--- src/rtl/hvf_pkg.sv ---
// ----------------------------------------------------------------------------
// hvf_pkg
// Shared types and constants of the hashed visited filter.
// ----------------------------------------------------------------------------
package hvf_pkg;

    localparam int ID_W      = 32;
    localparam int OP_W      = 2;
    localparam int LEVEL_W   = 7;
    localparam int NUM_WAYS  = 4;
    localparam int WAY_W     = 2;

    localparam int QUEUE_DEPTH = 4;
    localparam int QPTR_W      = 2;
    localparam int QCNT_W      = 3;

    localparam logic [OP_W-1:0] OP_VERTEX = 2'd0;
    localparam logic [OP_W-1:0] OP_DONE   = 2'd1;
    localparam logic [OP_W-1:0] OP_START  = 2'd2;
    localparam logic [OP_W-1:0] OP_UNUSED = 2'd3;

    typedef struct packed {
        logic [OP_W-1:0] opcode;
        logic [ID_W-1:0] vertex_id;
    } hvf_in_t;

    typedef struct packed {
        logic [ID_W-1:0] out_vertex;
        logic            is_done;
    } hvf_out_t;

    typedef struct packed {
        logic clearing;
        logic b_valid;
    } hvf_stat_t;

endpackage

--- src/rtl/hvf_queue.sv ---
// ----------------------------------------------------------------------------
// hvf_queue
// Short FIFO between the front and the table back end.
// ----------------------------------------------------------------------------
module hvf_queue #(
    parameter int SLOT_W = 13
) (
    input  logic                clk,
    input  logic                rst_n,
    input  logic                push_valid,
    input  hvf_pkg::hvf_in_t    push_item,
    input  logic [SLOT_W-1:0]   push_slot,
    output logic                q_full,
    output logic                q_valid,
    output hvf_pkg::hvf_in_t    q_item,
    output logic [SLOT_W-1:0]   q_slot,
    input  logic                q_pop
);
    import hvf_pkg::*;

    hvf_in_t           item_mem [QUEUE_DEPTH];
    logic [SLOT_W-1:0] slot_mem [QUEUE_DEPTH];
    logic [QPTR_W-1:0] head_reg, head_next;
    logic [QPTR_W-1:0] tail_reg, tail_next;
    logic [QCNT_W-1:0] cnt_reg,  cnt_next;
    logic              push;

    assign q_full  = (cnt_reg == QCNT_W'(QUEUE_DEPTH));
    assign q_valid = (cnt_reg != '0);
    assign push    = push_valid && !q_full;
    assign q_item  = item_mem[head_reg];
    assign q_slot  = slot_mem[head_reg];

    always_comb
    begin
        head_next = q_pop ? head_reg + 1'b1 : head_reg;
        tail_next = push  ? tail_reg + 1'b1 : tail_reg;
        cnt_next  = cnt_reg + QCNT_W'(push) - QCNT_W'(q_pop);
    end

    always_ff @(posedge clk or negedge rst_n)
    begin
        if (!rst_n)
        begin
            head_reg <= '0;
            tail_reg <= '0;
            cnt_reg  <= '0;
        end
        else
        begin
            head_reg <= head_next;
            tail_reg <= tail_next;
            cnt_reg  <= cnt_next;
        end
    end

    always_ff @(posedge clk)
    begin
        if (push)
        begin
            item_mem[tail_reg] <= push_item;
            slot_mem[tail_reg] <= push_slot;
        end
    end

endmodule

--- config.mk ---
export PLATFORM = sky130hd
export DESIGN_NAME = hvf_queue
export DESIGN_NICKNAME = d
export VERILOG_FILES = /design/src/rtl/hvf_pkg.sv /design/src/rtl/hvf_queue.sv
export SDC_FILE = /design/constraint.sdc
export NUM_CORES = 1
export LEC_CHECK = 0
export BUFFER_PORTS_ARGS = -buffer_cell sky130_fd_sc_hd__buf_2
export CORE_MARGIN = 2
export CORE_UTILIZATION = 28
export CTS_BUF_LIST = sky130_fd_sc_hd__clkbuf_8
export CTS_CLUSTER_DIAMETER = 30
export DETAILED_ROUTE_END_ITERATION = 12
export PLACE_DENSITY = 0.5
export SYNTH_ARGS = -nofsm -noshare
export SYNTH_HDL_FRONTEND = slang
export SYNTH_SLANG_ARGS = --single-unit
--- constraint.sdc ---
create_clock -name clk -period 3.18 [get_ports clk]
set_input_delay 0.636 -clock clk [delete_from_list [all_inputs] [get_ports clk]]
set_output_delay 0.636 -clock clk [all_outputs]
set_load 0.01 [all_outputs]
==> results.json <==
{
  "async_flop_share": 0.0359,
  "required_ps": 2540,
  "post_cts_buffers": 0,
  "worstMarginPinSlew_ps": 576,
  "critPathKind": "reg2out",
  "antenna_found_initial": 4,
  "crit_path_end_kind": "output pin",
  "setup_tns_ps": 0,
  "ys_top_cells_by_area": "edfxtp_1 78%, mux4_2 14%, dfrtp_1 2.4%",
  "cts_tree": "built",
  "slowest_delay_ps": 800,
  "synth_commonest_cells": "188 x edfxtp_1, 45 x mux4_2, 7 x dfrtp_1",
  "min_path_type": "in2reg",
  "fmax_mhz": 347,
  "period_share": 0.905,
  "postSynthCellCount": 285,
  "leakagePower_nw": 2.88,
  "crit_family": "flip-flops",
  "crit_slowest_cell": "dfrtp_4",
  "synth_ff_type": "edfxtp_1",
  "clockBufferDepth": 2,
  "cts_resized": 0,
  "antenna_left": 0,
  "p_per_area_nw_per_um2": 869,
  "outcome": "finished clean",
  "largest_register_ffs": 136,
  "post_drt_wl_per_cell_um": 18.6,
  "synth_top_cell_by_area": "edfxtp_1",
  "ys_ff_latch": 195,
  "synth_warnings": 0,
  "drive_above_1_share": 0.457,
  "worstRegToRegCells": 4,
  "clock_skew_ps": 10.3,
  "cp_max_fo": 26,
  "final_util": 0.338,
  "timing.rr.start": "cnt_reg[2]",
  "drc_errors": 0,
  "hold_depth": 1,
  "path_buf_inv": 2,
  "first_iter_violations": 152,
  "first_pass_iters": 4,
  "setup_violations": 0,
  "post_drt_via_cell_ratio": 4.35,
  "grt_overflow": 0,
  "clock_latency_ps": 450,
  "irDropWorstVdd_mv": 0.366,
  "grt_pass1_vias": 3598,
  "p_int_mw": 5.12,
  "vias": 3244,
  "combinationalPowerShare": 0.295,
  "cts-root-buf": "clkbuf_8",
  "yosysMostFrequentCell": "edfxtp_1",
  "synth.avg_cell_area_um2": 25.5,
  "power.switching_mw": 2.31,
  "p_seq_frac": 0.497,
  "synth_top_area_share": 0.778,
  "rsz0062_at_grt": "false",
  "cts-buffers-inserted": 17,
  "dp_hpwl_um": 8430,
  "drv_cap": 0,
  "die_y_um": 165,
  "seq_area_frac_synth": 0.802,
  "synthDistinctLibCells": 22,
  "synth-edff-count": 188,
  "hold_violations": 0,
  "grtUsageTotal": 0.106,
  "relSlewSlack": 0.616,
  "syn_area_um2": 7250,
  "ff2ff_setup_slack_ps": 850,
  "postCtsHoldBufs": 1,
  "cts.sinks": 195,
  "io_buffer_count": 99,
  "p_clk_frac": 0.208,
  "grt_pass1_wl_um": 20800,
  "worstHoldStart": "push_slot[10]",
  "worstPathCellList": "buf_4 > mux4_2 > buf_2",
  "slew_viol_final": 0,
  "num-nets-final": 459,
  "floorplan.initialDensity": 0.286,
  "finalWeightedCongestion": 0.688,
  "cts_htree_levels": 4,
  "period_needed_ps": 2880,
  "wirelength_um": 13800,
  "synthToLayoutAreaGrowth_pct": 17.9,
  "arrival_ps": 2240,
  "rows": 58,
  "timing.rr.end": "item_mem[0][4]",
  "synth_nets": 343,
  "swShare": 0.311,
  "cts.clk_slew.worst_paths_ps": 110,
  "fillCellCount": 2365,
  "die-area_um2": 27200,
  "core_area_um2": 25300,
  "grt_start_max_net_pins": 30,
  "start_kind": "flop",
  "min_to": "slot_mem[1][10]",
  "ioPinCount": 100,
  "dieWidth_um": 165
}
==> power by group through the flow <==
| stage | Sequential (mW) | Clock, mW | Combinational (mW) |
|---|---|---|---|
| floorplan | 3.54 | 0 | 1.61 |
| global placement | 3.75 | 0 | 2.26 |
| detailed placement | 3.77 | 0 | 2.27 |
| CTS | 3.72 | 1.60 | 2.28 |
| global route | 3.77 | 1.70 | 2.40 |
| finish | 3.69 | 1.55 | 2.19 |
==> per-layer routing <==
metal	routed length, um	share of wire	track usage
met4	121	0.0087	0.0344
met5	16	0.0012	0
met2	6970	0.50	0.177
met1	5950	0.43	0.130
met3	789	0.057	0.0374
==> metrics by stage <==
step | instance area [um^2] | power (mW) | hold slack, ps | instances | worst slack, ps
6_report | 8550 | 7.43 | 388 | 746 | 301
2_1_floorplan | 7250 | 5.15 | 340 | 285 | 787
3_5_place_dp | 8160 | 6.05 | 484 | 711 | 711
5_1_grt | 8550 | 7.86 | 347 | 744 | 104
4_1_cts | 8550 | 7.60 | 345 | 744 | 175
3_3_place_gp | 8160 | 6.01 | 481 | 711 | 719
==> worst max path at each step <==
stage,start,to,depth (start not counted)
floorplan,cnt_reg[1],cnt_reg[2],9
global placement,head_reg[0],q_item[5],3
detailed placement,head_reg[0],q_item[23],3
CTS,head_reg[0],q_item[5],3
global route,head_reg[0],q_item[33],3
finish,head_reg[0],q_item[23],3
==> logic make-up (layout without fill, tap and decap cells) <==
group	after synthesis	in the layout	synth area share
flip-flops	195	195	0.802
multiplexers	47	47	0.147
buffers and inverters	16	145	0.0159
AND/OR/NAND/NOR	14	14	0.0148
adder cells (fa/ha/maj)	7	7	0.0131
XOR/XNOR	4	4	0.00483
AO/OA/AOI/OAI	2	2	0.00207
other	0	2	0
==> cell usage in the layout (no fill, tap or decap), drive strengths merged <==
| master | instances |
|---|---|
| o211ai | 2 |
| inv | 12 |
| or3 | 1 |
| nand2b | 4 |
| nor3b | 1 |
| fa | 1 |
| clkinvlp | 3 |
| and3b | 4 |
| or4bb | 2 |
| xor2 | 1 |
| ha | 6 |
| mux4 | 47 |
| nand2 | 2 |
| clkinv | 4 |
| buf | 107 |
| xnor2 | 3 |
| dlygate4sd3 | 1 |
| bufinv | 1 |
| edfxtp | 188 |
| dfrtp | 7 |
| clkbuf | 17 |
| diode | 2 |
==> cell type report <==
| class | count | area (um^2) | share of cell area |
|---|---|---|---|
| timing repair buffer | 108 | 591 | 0.0690 |
| tap | 330 | 413 | 0.0483 |
| clock buffer | 17 | 234 | 0.0274 |
| inverter | 5 | 18.8 | 0.00219 |
| antenna | 2 | 5.00 | 0.000585 |
| clock inverter | 15 | 148 | 0.0173 |
| multi-input combinational | 74 | 1320 | 0.154 |
| sequential | 195 | 5830 | 0.681 |
No activity file was read; power rests on OpenSTA's default activity.
