## src/rtl/hvf_pkg.sv

```systemverilog
// ----------------------------------------------------------------------------
// hvf_pkg
// Shared types and constants of the hashed visited filter.
// ----------------------------------------------------------------------------
package hvf_pkg;

    localparam int ID_W      = 32;
    localparam int OP_W      = 2;
    localparam int LEVEL_W   = 7;
    localparam int NUM_WAYS  = 4;
    localparam int WAY_W     = 2;

    localparam int QUEUE_DEPTH = 4;
    localparam int QPTR_W      = 2;
    localparam int QCNT_W      = 3;

    localparam logic [OP_W-1:0] OP_VERTEX = 2'd0;
    localparam logic [OP_W-1:0] OP_DONE   = 2'd1;
    localparam logic [OP_W-1:0] OP_START  = 2'd2;
    localparam logic [OP_W-1:0] OP_UNUSED = 2'd3;

    typedef struct packed {
        logic [OP_W-1:0] opcode;
        logic [ID_W-1:0] vertex_id;
    } hvf_in_t;

    typedef struct packed {
        logic [ID_W-1:0] out_vertex;
        logic            is_done;
    } hvf_out_t;

    typedef struct packed {
        logic clearing;
        logic b_valid;
    } hvf_stat_t;

endpackage

```

## src/rtl/hvf_front.sv

```systemverilog
// ----------------------------------------------------------------------------
// hvf_front
// Input stage: drops unused opcodes and works out the table row of each id
// (id modulo table depth) over four stages: reciprocal multiply, multiply
// back by the depth, subtract, and a final compare and subtract.
// ----------------------------------------------------------------------------
module hvf_front #(
    parameter int DEPTH = 8192
) (
    input  logic                        clk,
    input  logic                        rst_n,
    input  logic                        item_valid,
    output logic                        item_ready,
    input  hvf_pkg::hvf_in_t            item,
    output logic                        push_valid,
    output hvf_pkg::hvf_in_t            push_item,
    output logic [$clog2(DEPTH)-1:0]    push_slot,
    input  logic                        q_full
);
    import hvf_pkg::*;

    localparam int SLOT_W = $clog2(DEPTH);
    localparam int NSTG   = 4;
    localparam logic [2*ID_W-1:0] RECIP_W  = ((2*ID_W)'(1) << ID_W) / (2*ID_W)'(DEPTH);
    localparam logic [ID_W-1:0]   RECIP    = RECIP_W[ID_W-1:0];
    localparam logic [ID_W-1:0]   DEPTH_ID = ID_W'(DEPTH);
    localparam logic [SLOT_W:0]   DEPTH_V  = (SLOT_W+1)'(DEPTH);

    logic [NSTG-1:0]   stg_valid_reg;
    hvf_in_t           stg_item_reg [NSTG];
    logic [ID_W-1:0]   quot_reg;
    logic [ID_W-1:0]   prod_reg;
    logic [SLOT_W:0]   rem_reg;
    logic [SLOT_W-1:0] slot_reg;
    logic [2*ID_W-1:0] recip_prod;
    logic [ID_W-1:0]   rem_full;
    logic [SLOT_W:0]   rem_sub;
    logic [SLOT_W-1:0] slot_next;
    logic              adv;

    // quotient estimate is exact or one low, so the remainder is below 2 * DEPTH
    always_comb
    begin
        recip_prod = {{ID_W{1'b0}}, item.vertex_id} * {{ID_W{1'b0}}, RECIP};
        rem_full   = stg_item_reg[1].vertex_id - prod_reg;
        rem_sub    = rem_reg - DEPTH_V;
        slot_next  = (rem_reg >= DEPTH_V) ? rem_sub[SLOT_W-1:0] : rem_reg[SLOT_W-1:0];
    end

    assign adv        = !stg_valid_reg[NSTG-1] || !q_full;
    assign item_ready = adv;

    always_ff @(posedge clk or negedge rst_n)
    begin
        if (!rst_n)
        begin
            stg_valid_reg <= '0;
        end
        else if (adv)
        begin
            stg_valid_reg <= {stg_valid_reg[NSTG-2:0],
                              item_valid && (item.opcode != OP_UNUSED)};
        end
    end

    always_ff @(posedge clk)
    begin
        if (adv)
        begin
            stg_item_reg[0] <= item;
            for (int k = 1; k < NSTG; k++)
            begin
                stg_item_reg[k] <= stg_item_reg[k-1];
            end
            quot_reg <= recip_prod[2*ID_W-1:ID_W];
            prod_reg <= quot_reg * DEPTH_ID;
            rem_reg  <= rem_full[SLOT_W:0];
            slot_reg <= slot_next;
        end
    end

    assign push_valid = stg_valid_reg[NSTG-1];
    assign push_item  = stg_item_reg[NSTG-1];
    assign push_slot  = slot_reg;

endmodule

```

## config.mk

```make
export PLATFORM = sky130hd
export DESIGN_NAME = hvf_front
export DESIGN_NICKNAME = d
export VERILOG_FILES = /design/src/rtl/hvf_pkg.sv /design/src/rtl/hvf_front.sv
export SDC_FILE = /design/constraint.sdc
export NUM_CORES = 1
export LEC_CHECK = 0
export BUFFER_PORTS_ARGS = -buffer_cell sky130_fd_sc_hd__buf_2
export CAP_MARGIN = 20
export CORE_ASPECT_RATIO = 1.25
export CORE_MARGIN = 1.5
export CORE_UTILIZATION = 35
export DETAILED_ROUTE_END_ITERATION = 8
export PLACE_DENSITY_LB_ADDON = 0.2
export SLEW_MARGIN = 20
export SYNTH_ARGS = -nofsm -noshare
export SYNTH_HDL_FRONTEND = slang
export SYNTH_SLANG_ARGS = --single-unit
```

## constraint.sdc

```tcl
create_clock -name clk -period 3.65 [get_ports clk]
set_clock_uncertainty 0.1 [all_clocks]
set_input_delay 0.5475 -clock clk [delete_from_list [all_inputs] [get_ports clk]]
set_output_delay 0.5475 -clock clk [all_outputs]
set_load 0.02 [all_outputs]
```

==> metrics.txt, run 1 <==
die width=approximately 100 um; CTS Root Cell=clkbuf_16; drt pass-1 iters=4; Filler cells=1,020; Syn Area/Cell=27.3 um^2; gpl congestion=0.682; max cap viols=0; vias=1,696; die height=127 um; HPWL after detailed placement=3040 um; adder-cell share of the synthesized area=0%; # IOs=87; Total Wirelength=approximately 5400 um; clock share of power=a little under two fifths; largest cells by area after synthesis=edfxtp_1, dfrtp_1, buf_4; top-area cell type share of the netlist area=94.2%; CTS sink count=140; Slowest cell on crit path=dfrtp_1; count of final max-slew check failures=0; Starting Density=35.8%; wire length on met2=2830 um; initial DRC count=98; synth unique cells=7; Clock Path Buffers=2; Yosys reg bits=140; power per cell area=932 nW/um^2; CP required=3000 ps; CTS buffer count=17; initial antenna violation count=0; Post-route DRC=0; routed vias/inst=3.94; Placeable Area=12,100 um^2; GRT overflow=0; largest net degree at the start of global routing=84; latest clock arrival within the worst-skew pair=400 ps; Crit. End Element=output pin; Wirelength per Cell=approximately 13 um; Post-CTS Setup Bufs=0; main combinational cell family by area after synthesis=buffers and inverters; Worst-Margin Slew=~630 ps; worst setup margin=1340 ps; dominant cell type by area after synthesis=edfxtp_1; worst slack, placed=1520 ps; fin crit share=between 60% and 70%; Post-Route Utilization=a little under half; Top delay family on crit path=flip-flops; crit-path cells=nand2_8 > buf_2; Hold Path Class=in2reg; compound-cell area share of the yosys netlist=0.173%; Reg clk slew, reported paths=about 60 ps; vias in the first global route=~1.6k; status=completed; minimum clock period=about 2300 ps; Syn-to-layout area delta=28.9%; sequential power share=49.3%; Final ANT Viol Nets=0; maximum vdd drop=0.634 mV; sequential area share after synthesis=slightly below 100%; WHS=around 220 ps; Largest register FFs=between 100 and 150; syn nets=197; post-synthesis mux area share=0.779%; switching part of the total=24.0%; crit-path max FO=83; CP arrival=1660 ps; Net count, final=292; max incr delay on CP=440 ps; Net Switching=about 1.2 mW; Comb pwr share=13.5%; final hold violation count=0; Mapped Cells=159; FP Rows=45; total leakage power=2.13 nW; total power=5.21 mW; wl on met1=approximately 2200 um; setup_tns=0 ps; diode count=0; synth warn=0; kind of critical path=reg2out; CP bufs+invs=1; PortBufs=86; CTS tree=done; Max Fclk=433 MHz; Slew HR=approximately 58%; Highest Signal Layer=met4; GRT Total Usage=9.13%; startpoint types=flop; XOR/XNOR Fraction of Synth Area=0%; Die ar.=13,100 um^2; Internal=3.96 mW; H-tree depth reported by CTS=4; first-pass GRT wire length=between 8000 and 9000 um; layout cells sized above 1=between 40% and 50%; met3 wire len=252 um; Finish-stage setup viols=0; synthesized area=4340 um^2; simple-gate area share of the yosys netlist=less than 1%; RSZ-0062 raised after global routing=no
-- cells by family after synthesis --
logic type,Yosys count
AO/OA/AOI/OAI,1
buffers and inverters,13
flip-flops,140
multiplexers,3
AND/OR/NAND/NOR,2
-- worst reg2reg max path, cell delays in order (launching register included) --
cell and delay (ps):
dfrtp_1 440, nand2_8 430, buf_4 540
-- metrics by stage --
step | cell area (um^2) | cells
floorplan | 4340 | 159
global placement | 4900 | 398
detailed placement | 4900 | 398
CTS | 5590 | 431
global route | 5590 | 431
finish | 5590 | 431
-- cells in the mapped netlist (all sizes together) --
library cell,n
nand2,1
buf,13
edfxtp,136
a21boi,1
mux2,3
or2b,1
dfrtp,4
-- power groups by stage --
stage	combinational [mW]	sequential, mW	clock [mW]
final	0.701	2.57	1.94
after global placement	0.710	2.58	0
after floorplan	0.297	2.80	0
after global routing	0.752	2.62	2.05
after CTS	0.718	2.58	1.99
after detailed placement	0.716	2.60	0
-- path summary, 6_finish.rpt --
kind                                                   start                             to  slack, ps  cells after the start
max in group asynchronous                              rst_n   stg_valid_reg[3]$_DFFE_PN0P_       2970                      2
worst max register to register  stg_valid_reg[3]$_DFFE_PN0P_  stg_item_reg[2][30]$_DFFE_PP_       1790                      2
worst max-delay path            stg_valid_reg[3]$_DFFE_PN0P_                     item_ready       1340                      2
min in group asynchronous                              rst_n   stg_valid_reg[1]$_DFFE_PN0P_        370                      2
worst min-delay path                                item[22]  stg_item_reg[0][22]$_DFFE_PP_        220                      1
worst min register to register  stg_item_reg[0][1]$_DFFE_PP_   stg_item_reg[1][1]$_DFFE_PP_        310                      0
-- layer usage --
metal	up-vias	global-route usage, %
met3	11	4.81
met2	48	13.4
met4	0	7.01
met5	-	0
li1	812	-
met1	825	9.77
-- placed cells by master, fill, tap and decap left out, drive strengths merged --
| cell type | n |
|---|---|
| bufinv | 7 |
| nand2 | 1 |
| or2b | 1 |
| clkinvlp | 1 |
| clkbuf | 19 |
| dlygate4sd3 | 1 |
| clkinv | 5 |
| mux2 | 3 |
| buf | 88 |
| dfrtp | 4 |
| edfxtp | 136 |
| a21boi | 1 |
-- area by class of cell --
cell class                 instances  area (um^2)  area share (%)
multi-input combinational          6         68.8            1.23
timing repair buffer              89          455            8.15
clock inverter                    13          245            4.39
clock buffer                      19          433            7.74
tap                              164          205            3.67
sequential                       140         4180            74.8
-- what timing repair did --
item | in CTS | in global routing
endpoints found under the setup margin | 0 | 0
hold buffers | 1 | 0
resized for setup | 0 | 0
hold endpoints to repair | 4 | 0
Power figures use the tool's default switching activity.
==> inputs of run 2 (changes only) <==
==> constraint.sdc (replaced) <==
create_clock -name clk -period 2 [get_ports clk]
set_clock_uncertainty 0.1 [all_clocks]
set_input_delay 0.3 -clock clk [delete_from_list [all_inputs] [get_ports clk]]
set_output_delay 0.3 -clock clk [all_outputs]
set_load 0.02 [all_outputs]
==> metrics.txt, run 2 (synthesis results as in run 1) <==
status=completed; worst slack, placed=~540 ps; power per cell area=1520 nW/um^2; latest clock arrival within the worst-skew pair=roughly 400 ps; Max Fclk=about 560 MHz; CP bufs+invs=1; Crit. End Element=output pin; die height=roughly 130 um; Starting Density=35.8%; Non-Filler Instances=468; Wirelength per Cell=~13 um; CTS buffer count=17; most frequent cells in the layout=edfxtp_1, buf_2, dlygate4sd3_1; GRT Total Usage=9.78%; Hold Path Class=in2async; max cap viols=0; count of final max-slew check failures=0; diode count=0; first-pass GRT wire length=around 9100 um; Finish-stage setup viols=0; FP Rows=45; GRT overflow=0; Post-CTS Resized=0; initial antenna violation count=0; largest net degree at the start of global routing=47; Slew HR=75.7%; Total Wirelength=5930 um; maximum vdd drop=0.606 mV; Placeable Area=12,100 um^2; Layout Cell Area excl Fill=5840 um^2; fin crit share=~90%; Worst-Margin Slew=363 ps; Die ar.=13,100 um^2; final hold violation count=0; crit-path cells=nand2_8 > buf_2; total leakage power=2.23 nW; vias=1,910; Largest register FFs=112; startpoint types=flop; Post-route DRC=0; CTS tree=done; Top delay family on crit path=flip-flops; PortBufs=86; most common cell after layout, fill and taps aside=edfxtp_1; Slowest cell on crit path=dfrtp_1; RSZ-0062 raised after global routing=no; gpl congestion=0.692; Placed Cells incl. Taps=around 400; DP Area=4960 um^2; CTS sink count=140; H-tree depth reported by CTS=4; crit-path max FO=46; routed vias/inst=4.08; vias in the first global route=roughly 1.9k; kind of critical path=reg2out; max incr delay on CP=430 ps; setup_tns=0 ps; layout cells sized above 1=40.5%; # IOs=87; worst setup margin=201 ps; die width=a little over 100 um; drt pass-1 iters=4; Syn-to-layout area delta=34.7%; CP required=around 1600 ps; Final ANT Viol Nets=0; Clock Path Buffers=2; CP arrival=~1400 ps; minimum clock period=1800 ps; initial DRC count=80; Net count, final=330; CTS Root Cell=clkbuf_16; Reg clk slew, reported paths=60 ps; HPWL after detailed placement=around 3500 um
run 2: cell count changes in the layout (fill, tap and decap cells not counted), sizes merged:
| cell | delta |
|---|---|
| bufinv | -6 |
| clkbuf | -2 |
| clkinvlp | +2 |
| clkinv | +4 |
| inv | +1 |
| buf | +4 |
| dlygate4sd3 | +34 |
run 2: power breakdown:
part	leakage, nW	internal, mW	total, mW	switching, mW
registers	1.43	4.43	4.69	0.254
logic	0.548	0.435	1.40	0.967
clock network	0.255	1.68	2.78	1.11
total	2.23	6.55	8.87	2.33
run 2: routing by layer:
| metal | routed length [um] | share of wire [%] | global-route usage [%] | vias up |
|---|---|---|---|---|
| li1 | - | - | - | 889 |
| met1 | 2470 | 42 | 11.2 | 943 |
| met2 | 2980 | 50 | 14.7 | 64 |
| met3 | 310 | 5.2 | 4.32 | 14 |
| met4 | 167 | 2.8 | 6.45 | 0 |
| met5 | 0 | 0 | 0 | - |
run 2: area by class of cell:
type                    count  area (um^2)
clock buffers              17          425
clock inverters            14          105
fillers                  1019         6270
multi-input cells           6         68.8
flip-flops and latches    140         4180
well taps                 164          205
repair buffers            127          851
run 2: path summary, 6_finish.rpt:
path	start	endpoint	slack, ps	depth (start not counted)
worst max-delay path	stg_valid_reg[3]$_DFFE_PN0P_	item_ready	200	2
worst max register to register	stg_valid_reg[3]$_DFFE_PN0P_	stg_item_reg[1][4]$_DFFE_PP_	560	2
worst min-delay path	rst_n	stg_valid_reg[0]$_DFFE_PN0P_	130	2
worst min register to register	rem_reg[2]$_DFFE_PP_	push_slot[2]$_DFFE_PP_	310	0
max in group asynchronous	rst_n	stg_valid_reg[3]$_DFFE_PN0P_	1550	2
min in group clk	item_valid	stg_valid_reg[0]$_DFFE_PN0P_	220	3
run 2: stage by stage:
step | total power, mW | util [%] | hold slack, ps
5_1_grt | 9.28 | 48.2 | 120
6_report | 8.87 | 48.2 | 129
4_1_cts | 9.00 | 48.2 | 106
3_5_place_dp | 6.13 | 41.0 | 10.7
3_3_place_gp | 6.07 | 41.0 | 7.98
2_1_floorplan | 5.63 | - | -95.6
run 2: repair_timing:
action,4_1_cts,5_1_grt
buffers inserted,0,0
hold endpoints to repair,38,0
hold buffers,35,0
run 2: worst reg2reg max path, cell delays in order, from the launching register on:
cell	delay, ps
dfrtp_1	430
nand2_8	310
buf_4	300
==> inputs of run 3 (changes only) <==
==> constraint.sdc (replaced) <==
create_clock -name clk -period 1.9 [get_ports clk]
set_clock_uncertainty 0.1 [all_clocks]
set_input_delay 0.285 -clock clk [delete_from_list [all_inputs] [get_ports clk]]
set_output_delay 0.285 -clock clk [all_outputs]
set_load 0.02 [all_outputs]
==> metrics.txt, run 3 (synthesis results as in run 1) <==
initial DRC count=59; Final ANT Viol Nets=0; worst slack, placed=512 ps; CP arrival=around 1300 ps; Post-CTS Resized=0; Non-Filler Instances=467; first-pass GRT wire length=between 8000 and 9000 um; Post-route DRC=0; setup_tns=0 ps; drt pass-1 iters=4; maximum vdd drop=~0.83 mV; Internal=7.17 mW; Worst-Margin Slew=245 ps; Finish-stage setup viols=0; Slowest cell on crit path=dfrtp_1; total leakage power=2.26 nW; initial antenna violation count=0; CTS tree=done; Post-CTS Setup Bufs=0; RSZ-0062 raised after global routing=no; Max Fclk=between 500 and 600 MHz; Slew HR=83.6%; Starting Density=35.8%; sequential power share=51.4%; switching part of the total=25.2%; PortBufs=86; fin crit share=88.5%; Wirelength per Cell=~12 um; clock share of power=33.3%; layout cells sized above 1=40.6%; worst setup margin=219 ps; gpl congestion=0.654; power per cell area=around 1600 nW/um^2; die height=127 um; routed vias/inst=3.91; Hold Path Class=in2async; most common cell after layout, fill and taps aside=edfxtp_1; Layout Cell Area excl Fill=between 5000 and 6000 um^2; die width=103 um; Post-Route Utilization=around half; startpoint types=flop; Hold Buf Count CTS=35; largest net degree at the start of global routing=43; CP bufs+invs=1; vias in the first global route=1,809; Net count, final=328; Crit. End Element=output pin; diode count=0; DP Area=around 5000 um^2; Clock Path Buffers=2; crit-path cells=nand2_8 > buf_2; Comb pwr share=between 15 and 20%; CTS Root Cell=clkbuf_16; crit-path max FO=29; Largest register FFs=between 100 and 150; H-tree depth reported by CTS=4; Syn-to-layout area delta=35.8%; CP required=1510 ps; max cap viols=0; Total Wirelength=around 5600 um; # IOs=87; vias=1,827; kind of critical path=reg2out; Die ar.=13,100 um^2; Placed Cells incl. Taps=400; GRT Total Usage=between 9 and 10%; Placeable Area=12,100 um^2; most frequent cells in the layout=edfxtp_1, buf_2, dlygate4sd3_1; CTS buffer count=17; max incr delay on CP=430 ps; WHS=122 ps; Reg clk slew, reported paths=about 60 ps; Top delay family on crit path=flip-flops; CTS sink count=140; Net Switching=2.41 mW; status=completed; GRT overflow=0; latest clock arrival within the worst-skew pair=400 ps; FP Rows=45; total power=9.59 mW; minimum clock period=roughly 1700 ps; count of final max-slew check failures=0; final hold violation count=0
## run 3: power by group through the flow
stage,Clock (mW),Sequential [mW],Combinational (mW)
global route,3.41,5.03,1.57
global placement,0,4.97,1.42
floorplan,0,5.35,0.575
finish,3.19,4.93,1.47
detailed placement,0,5.00,1.44
CTS,3.28,4.95,1.49
## run 3: worst register-to-register path, cell delays in order (launching register included)
cell and delay (ps):
dfrtp_1 430, nand2_8 230, buf_12 290
## run 3: path summary, 6_finish.rpt
path / cells past startpoint / startpoint / slack (ps) / endpoint
max reg2reg: 2 / stg_valid_reg[3]$_DFFE_PN0P_ / 520 / stg_item_reg[0][1]$_DFFE_PP_
max in group asynchronous: 2 / rst_n / 1460 / stg_valid_reg[3]$_DFFE_PN0P_
max: 2 / stg_valid_reg[3]$_DFFE_PN0P_ / 220 / item_ready
min in group clk: 3 / item_valid / 200 / stg_valid_reg[0]$_DFFE_PN0P_
min reg2reg: 0 / stg_item_reg[2][21]$_DFFE_PP_ / 310 / stg_item_reg[3][21]$_DFFE_PP_
min: 2 / rst_n / 120 / stg_valid_reg[1]$_DFFE_PN0P_
## run 3: final cells by class
cell class / instances / area [um^2]
flip-flops and latches: 140 / 4180
fillers: 992 / 6220
well taps: 164 / 205
repair buffers: 125 / 848
multi-input cells: 6 / 68.8
clock inverters: 13 / 150
clock buffers: 19 / 433
## run 3: metal layers
metal,routed length (um),vias up,part of all wire [%],GRT usage [%]
li1,-,883,-,-
met1,2460,870,44,10.5
met2,2700,63,48,13.8
met3,286,11,5.1,4.38
met4,139,0,2.5,6.12
met5,0,-,0,0
